`config.mk`:
```
export PLATFORM = sky130hd
export DESIGN_NAME = walt_cell
export DESIGN_NICKNAME = d
export VERILOG_FILES = /design/src/sv/walt_pkg.sv /design/src/sv/walt_cell.sv
export SDC_FILE = /design/constraint.sdc
export NUM_CORES = 1
export LEC_CHECK = 0
export BUFFER_PORTS_ARGS = -buffer_cell sky130_fd_sc_hd__buf_2
export CAP_MARGIN = 10
export CELL_PAD_IN_SITES_DETAIL_PLACEMENT = 2
export CELL_PAD_IN_SITES_GLOBAL_PLACEMENT = 2
export CORE_MARGIN = 2
export CORE_UTILIZATION = 37
export CTS_BUF_LIST = sky130_fd_sc_hd__clkbuf_4
export DETAILED_ROUTE_END_ITERATION = 10
export GPL_TIMING_DRIVEN = 1
export PLACE_DENSITY = 0.95
export SLEW_MARGIN = 20
export SYNTH_ARGS = -nofsm -noshare
export SYNTH_HDL_FRONTEND = slang
export SYNTH_SLANG_ARGS = --single-unit
```
`constraint.sdc`:
```
create_clock -name clk -period 8.54 [get_ports clk]
set_input_delay 1.281 -clock clk [delete_from_list [all_inputs] [get_ports clk]]
set_output_delay 1.281 -clock clk [all_outputs]
set_load 0.01 [all_outputs]
```
`src/sv/walt_pkg.sv`:
```
// Shared types and constants for the wifi address learning table.
// Holds the table geometry, frame decode codes and the query record that
// travels down the cell chain. No dependencies.
`default_nettype none

package walt_pkg;

	// Table geometry and field widths
	localparam int TABLE_DEPTH = 256;
	localparam int COUNT_BITS  = 32;
	localparam int ADDR_BITS   = 48;
	localparam int SLOT_W      = $clog2(TABLE_DEPTH);
	localparam int UNIQ_W      = $clog2(TABLE_DEPTH + 1);

	// Register index of the configuration port (word index)
	localparam logic REG_CAPTURE_ENABLE = 1'b0;

	// Frame types (frame control bits 3:2)
	localparam logic [1:0] TYPE_MGMT = 2'd0;
	localparam logic [1:0] TYPE_CTRL = 2'd1;
	localparam logic [1:0] TYPE_DATA = 2'd2;

	// Control subtypes (frame control bits 7:4)
	localparam logic [3:0] SUB_PS_POLL = 4'ha;
	localparam logic [3:0] SUB_RTS     = 4'hb;
	localparam logic [3:0] SUB_CTS     = 4'hc;
	localparam logic [3:0] SUB_ACK     = 4'hd;
	localparam logic [3:0] SUB_CF_END  = 4'he;

	// Both DS bits set marks a four-address data frame
	localparam logic [1:0] DS_BOTH = 2'b11;

	// Shortest header that is learned
	localparam logic [15:0] MIN_FRAME_LEN = 16'd24;

	// One address lookup on its way down the chain
	typedef struct packed {
		logic                  valid;
		logic                  done;
		logic                  is_new;
		logic                  last;
		logic [ADDR_BITS-1:0]  addr;
		logic [SLOT_W-1:0]     slot;
		logic [COUNT_BITS-1:0] cnt;
	} walt_query_t;

endpackage

`default_nettype wire

```
`src/sv/walt_cell.sv`:
```
// One table entry of the learning chain: stores an address and its count,
// matches or claims a passing query and hands it to the next cell.
// Depends on walt_pkg.
`default_nettype none

module walt_cell (
	input  wire                         clk,
	input  wire                         arst_n,
	input  wire  [walt_pkg::SLOT_W-1:0] cell_index,
	input  wire  walt_pkg::walt_query_t q_in,
	output walt_pkg::walt_query_t       q_out
);
	import walt_pkg::*;

	logic                  vld_q;
	logic [ADDR_BITS-1:0]  addr_q;
	logic [COUNT_BITS-1:0] cnt_q;
	walt_query_t           q_q;
	walt_query_t           q_next;

	logic                  take;
	logic                  hit;
	logic                  claim;
	logic [COUNT_BITS-1:0] cnt_next;

	// Match against the stored entry; the first empty cell takes a miss
	assign take     = q_in.valid && !q_in.done;
	assign hit      = take && vld_q && (addr_q == q_in.addr);
	assign claim    = take && !vld_q;
	assign cnt_next = (cnt_q == {COUNT_BITS{1'b1}}) ? cnt_q : cnt_q + COUNT_BITS'(1);

	// Mark the query done where it matches or claims this entry
	always_comb begin
		q_next = q_in;
		if (hit) begin
			q_next.done   = 1'b1;
			q_next.is_new = 1'b0;
			q_next.slot   = cell_index;
			q_next.cnt    = cnt_next;
		end else if (claim) begin
			q_next.done   = 1'b1;
			q_next.is_new = 1'b1;
			q_next.slot   = cell_index;
			q_next.cnt    = COUNT_BITS'(1);
		end
	end

	// Hold the valid mark and advance the query
	always_ff @(posedge clk or negedge arst_n) begin
		if (!arst_n) begin
			vld_q <= 1'b0;
			q_q   <= '0;
		end else begin
			q_q <= q_next;
			if (claim) begin
				vld_q <= 1'b1;
			end
		end
	end

	// Update the entry payload
	always_ff @(posedge clk) begin
		if (claim) begin
			addr_q <= q_in.addr;
			cnt_q  <= COUNT_BITS'(1);
		end else if (hit) begin
			cnt_q <= cnt_next;
		end
	end

	assign q_out = q_q;

endmodule

`default_nettype wire

```
### Yosys cells after proc, flatten, opt, wreduce, memory -nomap -nowiden

Cells that the tools add are included.

* word-level logic and storage cells: 24
* input bits: 102
* bits in registers: 173
* output and inout port bits: 92

* reduce and logical (&&, ||, !) cells: 6
* $add $sub $neg: 1
* equality and inequality tests: 2
* muxes and demuxes: 5

Operators with widths (count)
* $mux W40: 2
* $eq A48 B48 Y1: 1
* $add A32 B1 Y32 const B: 1
* $eq A32 B32 Y1 const B: 1
* $mux W32: 1
* $logic_and A1 B1 Y1: 4
* $mux W2: 2
* $logic_not A1 Y1: 2

### Logic depth before layout (Yosys ltp)

* depth after elaboration: 5
* mapped depth: 8
* depth with buffers taken out: 7

### Worst setup path before layout

Ideal clock, no wire load.

* kind: input to register
* start: input port q_in[91] (netlist name)
* end: register cnt_q[23]
* stages on the path: 7
* buffers on the path: 2
* arrival: 3.599 ns
* setup time: 0.120 ns
* data required time: 8.420 ns
* setup slack: 4.822 ns
* cells stage by stage: nor2b_1 > nand2b_1 > clkbuf_1 > inv_1 > clkbuf_1 > or4_1 > nand2_1

* elaborated cells on any way between the ends: 4
* classes of those cells: 4 x reduce/logical

RTL lines
* start: declaration: RTL line walt_cell.sv:10 `input wire walt_pkg::walt_query_t q_in,`
* $logic_and A1 B1 Y1: RTL line walt_cell.sv:27 `assign take = q_in.valid && !q_in.done;`
* $logic_and A1 B1 Y1: RTL line walt_cell.sv:29 `assign claim = take && !vld_q;`
* net claim: RTL line walt_cell.sv:23 `logic claim;`
* end signal: assignment: RTL line walt_cell.sv:67 `cnt_q <= cnt_next;`
* end: declaration: RTL line walt_cell.sv:17 `logic [COUNT_BITS-1:0] cnt_q;`

The timed path passes the listed nets, and every way through them passes these cells.
A chain may end at the register's enable or synchronous reset.

### Worst setup path in the final report

* start: input port q_in[43] (netlist name)
* end: register cnt_q[3]

* longest elaborated chain between the ends: 2

Ends and longest elaborated chain
* $eq A48 B48 Y1: RTL line walt_cell.sv:28 `assign hit = take && vld_q && (addr_q == q_in.addr);`
* $logic_and A1 B1 Y1: RTL line walt_cell.sv:28

No other way between the ends.

==> impl_metrics.csv <==
group,metric,value,unit
clock_tree,cts.hold.buffers_added,0,
synth,syn_inst,555,
cells_and_area,syn2layout_area_growth,21.3,%
critical_path,crit_fanout,91,
synth,synthSimpleGateAreaFrac,15.4,%
hold_path,worst_hold_startpoint,"vld_q",
critical_path,crit_cells,9,
global_routing,antenna_found_initial,0,
synth,yosysWarnings,0,
placed_design,dp_hpwl,15000,µm
cells_and_area,nets,849,
synth,seq_area_frac_synth,64.0,%
power_and_ir_drop,p_per_area,171,nW/µm²
critical_path,critPathLaunchType,"primary input",
clock_tree,cts_setup_buffers,0,
critical_path,cp.arrival,3.75,ns
cells_and_area,final_util,46.2,%
clock_tree,path_clk_slew,0.15,ns
sta,clock.fmax,309,MHz
floorplanning,chipWidth,140,µm
global_routing,use_met3,5.20,%
clock_tree,clockBufferDepth,2,
critical_path,crit_slowest_cell,"nor4_1",
sta,final-hold-violation-count,0,
cells_and_area,fillCellCount,1882,
sta,drv_slew,0,
synth,syn-num-nets,658,
hold_path,min_path_type,"register to register",
detailed_routing,routedWlPerCell,20.5,µm
clock_tree,cts_made_buffers,17,
critical_path,cp-end-kind,"register",
clock_tree,cts_sinks,173,
power_and_ir_drop,total_power,1430,µW
clock_tree,htree_levels,4,
floorplanning,core_area,18100,µm²
critical_path,critical_path.max_stage_delay,0.66,ns
floorplanning,ios,194,
global_routing,met2_usage,40.1,%
synth,synth_most_common_cell,"dfrtp_1",
synth,ys_types,48,
synth,synth_top_cell_by_area,"dfrtp_1",
power_and_ir_drop,p_leak,0.00345,µW
critical_path,crit_path_start,"q_in[43]",
floorplanning,die_y,140,µm
synth,async_reset_ff_share,53.8,%
global_routing,grtUsageMet1,25.2,%
floorplanning,die-area,19700,µm²
synth,synth_top_family_by_area,"simple AND/OR/NAND/NOR gates",
global_routing,grt_pass1_vias,5815,
clock_tree,clkLatencyLatePin,0.58,ns
sta,tns,0,ns
sta,layout_min_cycle_time,3.23,ns
clock_tree,cts_root_buf,"clkbuf_4",
sta,slew-limit-headroom,48.0,%
global_routing,grt_pass1_wl,32600,µm
sta,worst_pin_slew,0.781,ns
sta,timing.final.crit_share,37.9,%
sta,fin_skew,0.0298,ns
critical_path,path_cells,"buf_2 -> xnor2_1 -> nand4_1 -> nor4_1 -> nand4_4 -> buf_4 -> buf_16 -> or4_1 -> nand2_1",
outcome,status,"completed",
cells_and_area,fin_cells,989,
synth,synth_top_area_share,33.8,%
global_routing,grt_use_total,21.5,%
detailed_routing,antenna_left,0,
global_routing,grt_overflow_total,0,
critical_path,r2r_start,"addr_q[3]",
synth,synthXorXnorAreaFrac,9.54,%
synth,synthTopCellsByCount,"dfrtp_1 (93), xnor2_1 (55), nand3_1 (51)",
synth,synthFlopType,"dfrtp_1",
synth,synth_area,6890,µm²
detailed_routing,routed_wl,20300,µm
job,maxCapViolations,0,
placed_design,gp_congestion,0.808,
critical_path,critical-path-top-delay-family,"simple AND/OR/NAND/NOR gates",
detailed_routing,drc,0,
sta,grt_setup_unrepaired,"no",
floorplanning,initial_core_util,38.1,%
synth,synthMuxAreaShare,1.45,%
critical_path,worstRegToRegCells,8,
global_routing,grt_max_degree,119,
critical_path,timing.rr.end,"cnt_q[3]",
placed_design,portBuffers,193,
critical_path,required,9.06,ns
cells_and_area,drive_above_1_share,33.6,%
sta,setup_viol,0,
clock_tree,cts_tree,"yes",
critical_path,endpoint,"cnt_q[3]",
synth,ys_ff_latch,173,
synth,synth_area_per_cell,12.4,µm²
floorplanning,num_rows,49,
detailed_routing,vias,5274,
sta,hold_ws,0.515,ns
synth,synth_fa_ha_area_share,0.182,%
critical_path,crit_buf_inv,3,
global_routing,grt-busiest-layer,"met2",
critical_path,critical_path_class,"primary input to register",
critical_path,rrSetupSlack,5.68,ns
detailed_routing,drt-initial-drc-count,215,
clock_tree,cts_resized,0,
synth,synth_area_leaders,"dfrtp_1 (34%), edfxtp_1 (21%), dfxtp_1 (9.3%)",
detailed_routing,drt_pre_antenna_iters,4,
synth,synth-compound-area-share,7.32,%
detailed_routing,vias_per_cell,5.33,
placed_design,dp_cells,955,
power_and_ir_drop,ir_drop,0.0854,mV
synth,synth_edf_count,48,
[metal layers]
layer / part of all wire [%] / vias to the layer above
li1: - / 2420
met1: 40 / 2697
met2: 54 / 136
met3: 4.6 / 21
met4: 0.96 / 0
met5: 0 / -
[metrics by stage]
stage | setup WS [ns] | area, µm²
6_report | 5.31 | 8360
5_1_grt | 5.28 | 8350
4_1_cts | 5.07 | 8330
3_5_place_dp | 4.39 | 8060
3_3_place_gp | 4.44 | 8060
2_1_floorplan | 4.82 | 6890
[cell usage in the layout, fill, tap and decap left out, drive strengths merged, types with 2 or more instances in the layout]
master and count:
edfxtp 48, nand4 29, or2 4, xor2 20, nor3 8, nand2b 4
dfrtp 93, or3 5, buf 198, and4 6, nor4 7, clkinv 5
mux2 8, nand3 51, a21oi 7, and3 5, nand2 36, o21a 2
o21ai 35, dfxtp 32, clkbuf 18, inv 14, or4 19, a21o 2
o2bb2ai 7, o211ai 18, nor2 10, xnor2 55, and2 2
[kinds of logic (layout without fill, tap and decap cells)]
kind of cell / after synthesis / in the layout
AO/OA/AOI/OAI: 78 / 78
XOR/XNOR: 75 / 75
adder cells (fa/ha/maj): 1 / 1
buffers and inverters: 32 / 236
flip-flops: 173 / 173
multiplexers: 9 / 9
other: 0 / 1
AND/OR/NAND/NOR: 187 / 187
[state kept, by name, indices dropped and copies added (netlist names)]
name and count:
q_out 92, addr_q 48, cnt_q 32, vld_q 1
[worst min-delay path by stage]
| stage | end | slack [ns] | depth (start not counted) |
|---|---|---|---|
| after floorplan | vld_q | 0.45 | 1 |
| after global placement | vld_q | 0.47 | 1 |
| after detailed placement | vld_q | 0.49 | 1 |
| after CTS | vld_q | 0.52 | 1 |
| after global routing | vld_q | 0.55 | 1 |
| final | vld_q | 0.51 | 1 |
[power by group]
group	internal, µW	switching [µW]
registers	871	7.60
clock network	131	316
logic	46.5	60.5
[area by class of cell]
class / count / area [µm²] / share of cell area (%)
Inverter: 6 / 22.5 / 0.270
Timing Repair Buffer: 198 / 1030 / 12.3
Tap cell: 229 / 287 / 3.43
Sequential cell: 173 / 4410 / 52.8
Clock inverter: 14 / 128 / 1.53
Antenna cell: 1 / 2.50 / 0.0299
Clock buffer: 18 / 135 / 1.62
Multi-Input combinational cell: 350 / 2350 / 28.1
No activity file was read; power rests on OpenSTA's default activity.
